--- config.mk ---
export PLATFORM = sky130hd
export DESIGN_NAME = fcsa_div
export DESIGN_NICKNAME = d
export VERILOG_FILES = /design/src/rtl/fcsa_pkg.sv /design/src/rtl/fcsa_div.sv
export SDC_FILE = /design/constraint.sdc
export NUM_CORES = 1
export LEC_CHECK = 0
export ABC_AREA = 0
export ABC_CLOCK_PERIOD_IN_PS = 7800
export BUFFER_PORTS_ARGS = -buffer_cell sky130_fd_sc_hd__buf_4
export CAP_MARGIN = 20
export CORE_MARGIN = 3
export CORE_UTILIZATION = 58
export CTS_BUF_LIST = sky130_fd_sc_hd__clkbuf_4 sky130_fd_sc_hd__clkbuf_8
export CTS_CLUSTER_SIZE = 12
export DETAILED_ROUTE_END_ITERATION = 7
export MAX_ROUTING_LAYER = met4
export PLACE_DENSITY = 0.89
export RECOVER_POWER = 50
export REMOVE_ABC_BUFFERS = 1
export SLEW_MARGIN = 0
export SYNTH_ARGS = -nofsm -noshare
export SYNTH_HDL_FRONTEND = slang
export SYNTH_SLANG_ARGS = --single-unit
--- constraint.sdc ---
create_clock -name clk -period 7.8 [get_ports clk]
set_input_delay 1.56 -clock clk [delete_from_list [all_inputs] [get_ports clk]]
set_output_delay 1.56 -clock clk [all_outputs]
set_load 0.01 [all_outputs]
--- src/rtl/fcsa_pkg.sv ---
// ----------------------------------------------------------------------------
// fcsa_pkg - shared definitions for the fixed chunk stack allocator
// Field widths, command, status and register codes, and default sizes.
// ----------------------------------------------------------------------------
package fcsa_pkg;

  // Field widths
  localparam int ADDR_W     = 48;
  localparam int SIZE_W     = 17;
  localparam int CNT_W      = 11;
  localparam int REQ_W      = 32;
  localparam int BYTES_W    = 27;
  localparam int CTR_W      = 32;
  localparam int CMD_W      = 2;
  localparam int STATUS_W   = 3;
  localparam int CFG_IDX_W  = 2;
  localparam int CFG_DATA_W = 48;

  // Default sizing and register reset values
  localparam int DEF_MAX_CHUNKS  = 1024;
  localparam int DEF_ADDR_BITS   = 48;
  localparam int RST_BLOCK_BYTES = 4096;
  localparam int RST_CHUNK_COUNT = 1024;

  // Commands
  typedef enum logic [CMD_W-1:0] {
    CMD_ALLOC      = 2'd0,
    CMD_FREE       = 2'd1,
    CMD_RESET_POOL = 2'd2
  } cmd_t;

  // Result status codes
  typedef enum logic [STATUS_W-1:0] {
    ST_DONE        = 3'd0,
    ST_ZERO_SIZE   = 3'd1,
    ST_TOO_LARGE   = 3'd2,
    ST_POOL_EMPTY  = 3'd3,
    ST_BAD_ADDRESS = 3'd4,
    ST_STACK_FULL  = 3'd5
  } status_t;

  // Configuration register indexes
  typedef enum logic [CFG_IDX_W-1:0] {
    CFG_HEAP_BASE   = 2'd0,
    CFG_BLOCK_BYTES = 2'd1,
    CFG_CHUNK_COUNT = 2'd2
  } cfg_index_t;

  // Divider status towards the sequencer
  typedef struct packed {
    logic busy;
    logic done;
  } div_stat_t;

endpackage

--- src/rtl/fcsa_div.sv ---
// ----------------------------------------------------------------------------
// fcsa_div - iterative restoring divider
// Produces a QW-bit quotient, one bit per cycle. The caller guarantees the
// quotient fits, so the upper dividend bits are already below the divisor.
// ----------------------------------------------------------------------------
module fcsa_div #(
  parameter int QW = 10
) (
  input  logic                          clk,
  input  logic                          rst,
  input  logic                          start,
  input  logic [fcsa_pkg::ADDR_W-1:0]   dividend,
  input  logic [fcsa_pkg::SIZE_W-1:0]   divisor,
  output logic [QW-1:0]                 quotient,
  output fcsa_pkg::div_stat_t           stat
);

  localparam int SW = fcsa_pkg::SIZE_W;
  localparam int CW = $clog2(QW + 1);

  logic [SW-1:0] rem;
  logic [QW-1:0] quo;
  logic [CW-1:0] steps;
  logic          busy;
  logic          done;
  logic [SW:0]   trial;
  logic [SW:0]   shifted;
  logic          qbit;

  // Shift the next dividend bit in and try the subtraction
  assign shifted = {rem, quo[QW-1]};
  assign trial   = shifted - {1'b0, divisor};
  assign qbit    = (shifted >= {1'b0, divisor});

  // Run one quotient bit per cycle
  always_ff @(posedge clk) begin
    if (rst) begin
      busy  <= 1'b0;
      done  <= 1'b0;
      steps <= '0;
    end else begin
      done <= 1'b0;
      if (start) begin
        rem   <= SW'(dividend >> QW);
        quo   <= dividend[QW-1:0];
        steps <= CW'(QW);
        busy  <= 1'b1;
      end else if (busy) begin
        rem   <= qbit ? trial[SW-1:0] : shifted[SW-1:0];
        quo   <= QW'({quo, qbit});
        steps <= steps - CW'(1);
        if (steps == CW'(1)) begin
          busy <= 1'b0;
          done <= 1'b1;
        end
      end
    end
  end

  assign quotient  = quo;
  assign stat.busy = busy;
  assign stat.done = done;

  // Start only when idle
  a_no_restart: assert property (@(posedge clk) disable iff (rst) start |-> !busy)
    else $error("divider started while busy");
  // Done follows the final step
  a_done_after_busy: assert property (@(posedge clk) disable iff (rst)
    done |-> $past(busy) && !busy)
    else $error("divider done without a run");
  // Step count stays within the quotient width
  a_steps_range: assert property (@(posedge clk) disable iff (rst)
    busy |-> (steps != '0) && (32'(steps) <= 32'(QW)))
    else $error("divider step count out of range");

endmodule

* Word level (Yosys, flattened, before mapping)
Index checks and enable logic that the tools add are counted.
Storage, ports and cells: bits of input ports 68, output and inout port bits 12, word-level logic and storage cells 27, bits in registers 33
Cells by class: $add $sub $neg 2, reductions and logical operators 4, equality and inequality tests 1, bitwise operators 2, magnitude comparators 1, mux-type cells 11
Operators with widths (number):
- 2-to-1 mux 17 bit | 3
- 2-to-1 mux 10 bit | 2
- greater-or-equal comparator 18 x 17 -> 1 bit | 1
- subtractor 17 bit | 1
- 2-to-1 mux 4 bit | 2
- == test 4 x 1 -> 1 bit, second input constant | 1
- 2-to-1 mux 1 bit | 4
- subtractor 4 x 1 -> 4 bit, second input constant | 1
- OR reduction 3 bit | 1
- NOT 1 bit | 2
- AND reduction 2 bit | 1
- nonzero test 2 bit | 1
- OR reduction 2 bit | 1

* Logic depth before layout (Yosys ltp)
Gate-level depths: netlist (run 1).
depth after elaboration 4, depth in mapped cells 12, gate-level depth less buffers 10

* Least setup slack after synthesis (run 1)
OpenSTA, ideal clock, no wires.
path kind input to register, start input port divisor[0] (netlist bit), end register rem[16], data pin, buffers on the path 1, arrival time 3.671 ns, stages on the path 10, setup time 0.261 ns, slack 3.869 ns, cells stage by stage ha_1 > inv_1 > fa_1 > a21o_1 > a221o_1 > a211oi_2 > o311a_4 > buf_6 > nor2_1 > a221o_1
On the way: longest elaborated chain between the ends 4
RTL lines:
- from (decl) | line fcsa_div.sv:13 | input logic [fcsa_pkg::SIZE_W-1:0] divisor,
- subtractor 17 bit or greater-or-equal comparator 18 x 17 -> 1 bit (tied branches) | line fcsa_div.sv:32, fcsa_div.sv:33
- 2-to-1 mux 17 bit (*) | line fcsa_div.sv:49 | rem <= qbit ? trial[SW-1:0] : shifted[SW-1:0];
- 2-to-1 mux 17 bit (*) | line fcsa_div.sv:48 | end else if (busy) begin
- 2-to-1 mux 17 bit (*) | line fcsa_div.sv:43 | if (start) begin
- to (signal assigned) | line fcsa_div.sv:44 | rem <= SW'(dividend >> QW);
- to (signal assigned) | line fcsa_div.sv:49
- to (decl) | line fcsa_div.sv:21 | logic [SW-1:0] rem;
Mark *: on every way between the ends. The rest lies on a longest branch, timed or not. The select of a mux whose other input is x is not followed. A chain may end at the register's enable or synchronous reset.

* Worst setup path after layout (run 1)
start input port start, end register rem[14] (enable)
On the way: longest elaborated chain between the ends 2
RTL lines:
- from (decl) | line fcsa_div.sv:11 | input logic start,
- nonzero test 2 bit (no source line)
- AND reduction 2 bit (no source line)
Every way passes these cells.

==> results of run 1 <==
[worst max path at each step]
stage / start / to / slack (ps) / cells after the start
after floorplan: divisor[0] / rem[0] / 3820 / 9
after global placement: divisor[0] / rem[0] / 3530 / 10
after detailed placement: divisor[0] / rem[1] / 3460 / 10
after CTS: divisor[0] / rem[1] / 3780 / 10
after global routing: start / quotient[0] / 2640 / 4
final: start / rem[14] / 3090 / 4
[kinds of logic after synthesis]
logic type                 after synthesis
adders and majority gates               20
xor gates and xnor gates                15
AOI/OAI and AO/OA                       74
DFF                                     33
buffers and inverters                   36
and+or+nand+nor                         79
muxes                                   15
[critical path, cell delays in order]
cell and delay (ps):
clkbuf_1 1730, nor2_1 60, nor2_1 930, buf_4 390
[per-stage QoR]
stage,total power [uW],area [um2]
6_report,566.5,3064
5_1_grt,601.3,3064
4_1_cts,573.0,3115
3_5_place_dp,408.5,3004
3_3_place_gp,401.6,3004
2_1_floorplan,350.8,2496
[power by group through the flow]
| stage | clock network, uW | logic (uW) | registers [uW] |
|---|---|---|---|
| after global placement | 0 | 178 | 223 |
| after detailed placement | 0 | 184 | 224 |
| final | 164 | 182 | 221 |
| after CTS | 167 | 185 | 221 |
| after floorplan | 0 | 128 | 223 |
| after global routing | 174 | 205 | 222 |
[registers in the layout, summed over array words and instances (netlist names)]
register  count
rem          17
busy          1
steps         4
quotient     10
done          1
[per-layer routing]
metal	up-vias	track usage	wire, um
li1	1108	-	-
met1	989	0.2890	2457
met2	65	0.3788	2619
met3	6	0.06061	377
met4	0	0.06967	67
met5	-	-	0
[cell type report]
class / count / area (um2)
Multi-Input combinational cell: 203 / 1483
Fill cell: 310 / 1080
Sequential cell: 33 / 930.9
Timing Repair Buffer: 59 / 394.1
Inverter: 22 / 82.58
Clock buffer: 6 / 76.32
Tap cell: 50 / 62.56
Clock inverter: 2 / 35.03
[layout by cell type (no fill, tap or decap), types with 3 or more instances in the layout]
master	n
buf_4	46
edfxtp_1	27
inv_1	22
nor2_1	20
nand2_1	20
a21oi_1	19
ha_1	19
o21ai_0	13
clkbuf_1	13
mux2_2	10
xor2_1	8
nor2b_1	7
xnor2_1	7
nor3_1	6
nand3b_1	6
dfxtp_1	6
nand2b_1	5
mux2i_1	5
a22oi_1	5
o31ai_1	5
o311ai_0	5
clkbuf_8	5
a211oi_1	4
a21o_1	3
a221o_1	3
==> metrics.md, run 1 <==
| Metric | Value |
|---|---|
| Status | finished, violations left |
| Failing checks | capacitance limit, slew limit |
| Area grow syn2layout | 18.94% |
| Hold_sp | quotient[2] |
| Clock sinks | 33 |
| Chip width | 72.65 um |
| Finished Layout Cells | 375 |
| Fmax | 0.2122 GHz |
| Share of the synthesized area in the top cell type | 0.3147 |
| Most frequent cell after synthesis | edfxtp_1 |
| CTS tree | done |
| Post-Syn Area per Cell | 9.471 um2 |
| ANT nets after route | 0 |
| CTS Buffer Depth | 2 |
| CP Data Required Time | 7780 ps |
| Inst Count DP | 367 |
| Post-synth EDFFs | 27 |
| Final period utilization | 0.6043 |
| R2R depth | 10 |
| PnR worst setup slack | 3087 ps |
| Ys async rst share | 0 |
| Layout cells sized above 1 | 0.2154 |
| Starting Density | 0.6217 |
| Unrepaired setup endpoints after global routing | no |
| Reg2reg start | quotient[9] |
| Total gr overflow | 0 |
| GRT Overall Usage | 0.2343 |
| Adder-cell share of the synthesized area | 0.1000 |
| Vias | 2168 |
| Critical Path Fanout Max | 63 |
| Routed wire per std cell | 14.72 um |
| Count of cell types in the netlist | 53 |
| Compound-Gate Fraction of Synth Area | 0.2011 |
| RR Endpoint | rem[1] |
| Flops & latches, synth | 33 |
| Leak pwr | 0.001273 uW |
| PwrDens | 184.9 nW/um2 |
| Slew Limit Fails | 64 |
| Main combinational cell family by area after synthesis | compound AO/OA/AOI/OAI gates |
| Sw Pwr | 173.2 uW |
| Worst setup SP type | input port |
| Hold EP | quotient[3] |
| CP Capture Type | flip-flop |
| TNS Setup | 0 ps |
| Hold WC Path Type | flip-flop to flip-flop |
| Area contributors post-synth | edfxtp_1, ha_1, dfxtp_1, mux2_2, a21oi_1 |
| Pre-CTS setup slack | 3456 ps |
| Power share of the clock group | 0.289 |
| Logic pwr share | 0.322 |
| Routed WL | 5.521 mm |
| Setup Crit Path Kind | input port to flip-flop |
| Global-route wire length before repair | 9.446 mm |
| Xor and xnor area share after synthesis | 0.05100 |
| CTS Hold Bufs | 0 |
| # diodes | 0 |
| Ports | 80 |
| Initial DRC Count | 197 |
| Synth top cells by count | edfxtp_1, inv_1, nand2_1, nor2_1 |
| Input/output buffers | 58 |
| Post-Synth Simple-Gate Area | 0.1603 |
| Fin. Hold Viols | 0 |
| Worst skew pair latency | 290 ps |
| Relative slew slack | -0.6531 |
| Clock transition at path regs | 70 ps |
| CP arrival | 4690 ps |
| Mux share of post-synthesis cell area | 0.06314 |
| Drt pass-1 iters | 4 |
| Clk_skew | 6.716 ps |
| Core Util, Final | 0.7394 |
| Reg2Reg Setup Slack | 4600 ps |
| Worst slew pin tran | 2480 ps |
| CTS root buf | clkbuf_8 |
| Dominant synthesized flop cell | edfxtp_1 |
| Core area | 4144 um2 |
| Pint | 393.3 uW |
| Die height | 72.65 um |
| NumNets Final | 412 |
| Setup bufs post-CTS | 0 |
| Post-synth top area cell | edfxtp_1 |
| Die area | 5277 um2 |
| Setup violators final | 0 |
| Tmin final | 4713 ps |
| RD Place Congestion | 0.8931 |
| Std-Cell Rows | 23 |
| CTS H-Tree Depth | 2 |
| Seq/Total Area, Yosys | 0.3613 |
| CTS Buf Count | 5 |
| DP HPWL | 4.167 mm |
| Hold-critical path depth | 1 |
| Vias per std cell | 5.781 |
| Post-cts resize count | 0 |
| Synthesized area | 2576 um2 |
| Largest net degree at the start of global routing | 64 |
| Initial antenna violation count | 0 |
| Maxcap violations | 1 |
| Seq pwr share | 0.389 |
| Vias in the first global route | 2135 |
| Final hold slack | 579.3 ps |
| Switching share of power | 0.3057 |
| Maximum vdd drop | 0.1045 mV |
| Synth Instances | 272 |
| Ys Warns | 0 |
| # DRC | 0 |
No activity file was read; power rests on OpenSTA's default activity.
==> run 2, diff against run 1 <==
- ABC_AREA: 0 -> 1
- ABC_CLOCK_PERIOD_IN_PS: 7800 -> 4000
- CORE_UTILIZATION: 58 -> 50
- PLACE_DENSITY: 0.89 -> 0.8
- clock period: 7.8 -> 4 ns (I/O delays scaled with it)
==> run 2 against run 1 <==
- the run now ends clean
- core utilization is 12 points lower
- clock-buffer cell count is 1 lower
- critical path depth stayed put
- highest routed layer unchanged
- final cell count is 49% higher
- largest power group unchanged
- worst setup slack worse by 2100 ps
- register-to-register slack worse by 3100 ps
- sequential power is 92% higher
- die area is 28% higher
- critical path type unchanged
- hold slack worse by 98 ps
- sequential cell count stayed put
==> metrics.md, run 2 <==
| Metric | Value |
|---|---|
| CP Capture Type | flip-flop |
| Most frequent cells in the layout | nand2_1, inv_1, buf_4 |
| Relative slew slack | 0.08244 (+0.7356) |
| Synth Instances | 431 (+58%) |
| Clock transition at path regs | 80 ps (about the same) |
| Post-synth top area cell | edfxtp_1 |
| Tmin final | 3034 ps |
| Worst skew pair latency | 290 ps (about the same) |
| CTS H-Tree Depth | 2 (unchanged) |
| R2R depth | 10 (unchanged) |
| Ys async rst share | 0 (unchanged) |
| Share of the synthesized area in the top cell type | 0.2787 (-0.03601) |
| Core area | 5574 um2 (+35%) |
| Worst slew pin tran | 1376 ps (-1103 ps) |
| Status | completed |
| Most common cell after layout, fill and taps aside | nand2_1 |
| Layout cells sized above 1 | 0.1646 (-0.05078) |
| Routed WL | 6.935 mm (+26%) |
| Ports | 80 (unchanged) |
| Input/output buffers | 58 (unchanged) |
| Largest register FFs | 17 (unchanged) |
| Slew Limit Fails | 0 (-100%) |
| Synthesized area | 2909 um2 (+13%) |
| Initial DRC Count | 116 (-41%) |
| CTS tree | done |
| Fmax | 0.3296 GHz |
| Dominant synthesized flop cell | edfxtp_1 |
| Area grow syn2layout | 17.98% |
| GRT Overall Usage | 0.2275 (-0.006818) |
| PnR worst setup slack | 966.3 ps (-2120 ps) |
| Vias | 2769 (+28%) |
| Met3 GRT Util | 0.03579 (-0.02481) |
| CTS root buf | clkbuf_8 |
| Die height | 82.28 um (+13%) |
| Routed wire per std cell | 12.43 um (-16%) |
| DP HPWL | 5.309 mm (+27%) |
| CTS Hold Bufs | 0 (unchanged) |
| Hold-critical path depth | 2 (+1) |
| Total gr overflow | 0 (unchanged) |
| Seq/Total Area, Yosys | 0.3200 (-0.04134) |
| CTS Buffer Depth | 2 (unchanged) |
| Top reg by flops | rem |
| Most frequent cell after synthesis | nand2_1 |
| Clk_skew | 9.825 ps (+3.109 ps) |
| # DRC | 0 (unchanged) |
| ANT nets after route | 0 (unchanged) |
| Synth top cells by count | nand2_1, inv_1, nand3_1 |
| Post-synth EDFFs | 27 (unchanged) |
| Most used routing layer | met2 |
| Maxcap violations | 0 (-1) |
| Ys Warns | 0 (unchanged) |
| Post-Syn Area per Cell | 6.750 um2 (-29%) |
| Chip width | 82.28 um (+13%) |
| Maximum vdd drop | 0.2205 mV (+110%) |
| Std-Cell Rows | 27 (+17%) |
| Clock sinks | 33 (unchanged) |
| Met2 usage | 0.3886 (+0.009864) |
| Final period utilization | 0.7584 |
| Vias per std cell | 4.962 (-14%) |
| Unrepaired setup endpoints after global routing | no |
| Area contributors post-synth | edfxtp_1, nand2_1, inv_1, ha_1, nand3_1 |
| Flops & latches, synth | 33 (unchanged) |
| TNS Setup | 0 ps (unchanged) |
| Worst setup SP type | input port |
| Fin. Hold Viols | 0 (unchanged) |
| Vias in the first global route | 2586 (+21%) |
| PwrDens | 330.5 nW/um2 (+79%) |
| Setup violators final | 0 (unchanged) |
| Count of cell types in the netlist | 34 (-36%) |
| Post-cts resize count | 0 (unchanged) |
| RD Place Congestion | 0.9251 (+3.6%) |
| Hold WC Path Type | flip-flop to flip-flop |
| Setup bufs post-CTS | 0 (unchanged) |
| Global-route met1 utilization | 0.2835 (-0.005476) |
| Global-route wire length before repair | 11.50 mm (+22%) |
| Starting Density | 0.5219 (-0.09979) |
| CP Data Required Time | 4040 ps (-3740 ps) |
| Pre-CTS setup slack | 1128 ps (-2329 ps) |
| # diodes | 0 (unchanged) |
| CP arrival | 3070 ps (-1620 ps) |
| NumNets Final | 573 (+39%) |
| Critical Path Fanout Max | 31 (-51%) |
| Die area | 6769 um2 (+28%) |
| Setup Crit Path Kind | input port to flip-flop |
| Drt pass-1 iters | 4 (unchanged) |
| Leak pwr | 0.001833 uW (+44%) |
| Initial antenna violation count | 0 (unchanged) |
| CTS Buf Count | 5 (unchanged) |
| Largest net degree at the start of global routing | 32 (-50%) |
[run 2: path summary, 6_finish.rpt]
| path | from | endpoint | slack, ps |
|---|---|---|---|
| worst max-delay path | start | rem[5] | 970 |
| worst min-delay path | steps[3] | steps[3] | 480 |
| worst max register to register | quotient[9] | rem[6] | 1530 |
| worst min register to register | steps[3] | steps[3] | 480 |
[run 2: per-stage QoR]
step | instances | cell area, um2 | power (uW) | util | hold slack [ps]
4_1_cts | 558 | 3481 | 1150 | 0.6245 | 478.1
5_1_grt | 558 | 3432 | 1219 | 0.6157 | 526.5
6_report | 558 | 3432 | 1134 | 0.6157 | 481.6
3_3_place_gp | 550 | 3371 | 816.2 | 0.6047 | 455.6
3_5_place_dp | 550 | 3371 | 826.9 | 0.6047 | 465.3
2_1_floorplan | 419 | 2835 | 707.6 | - | 442.3
[run 2: metal layers]
layer,wire [um],up-vias
met5,0,-
met4,56,0
met3,366,5
met2,3395,65
met1,3117,1241
li1,-,1458
[run 2: worst max-delay path: stages]
cell	delay, ps
clkbuf_1	980
inv_1	870
nand3_1	340
nand2_1	80
[run 2: power by group]
group,leakage (uW),switching (uW),internal [uW]
combinational,0.00147,236,155
clock,0.0000518,137,183
sequential,0.000308,15.4,408
total,0.00183,388,747
[run 2: final cells by class]
cell class / instances / area [um2]
multi-input combinational: 310 / 1622
inverter: 76 / 285.3
timing repair buffer: 59 / 394.1
clock buffer: 5 / 68.82
clock inverter: 3 / 41.29
sequential: 33 / 930.9
fill: 567 / 2142
tap: 72 / 90.09
[run 2: cells by family after synthesis]
logic type | Yosys count | share of synthesized area
adders and majority gates | 20 | 0.08860
and+or+nand+nor | 260 | 0.4056
AOI/OAI and AO/OA | 24 | 0.04430
xor gates and xnor gates | 6 | 0.01806
DFF | 33 | 0.3200
buffers and inverters | 88 | 0.1234
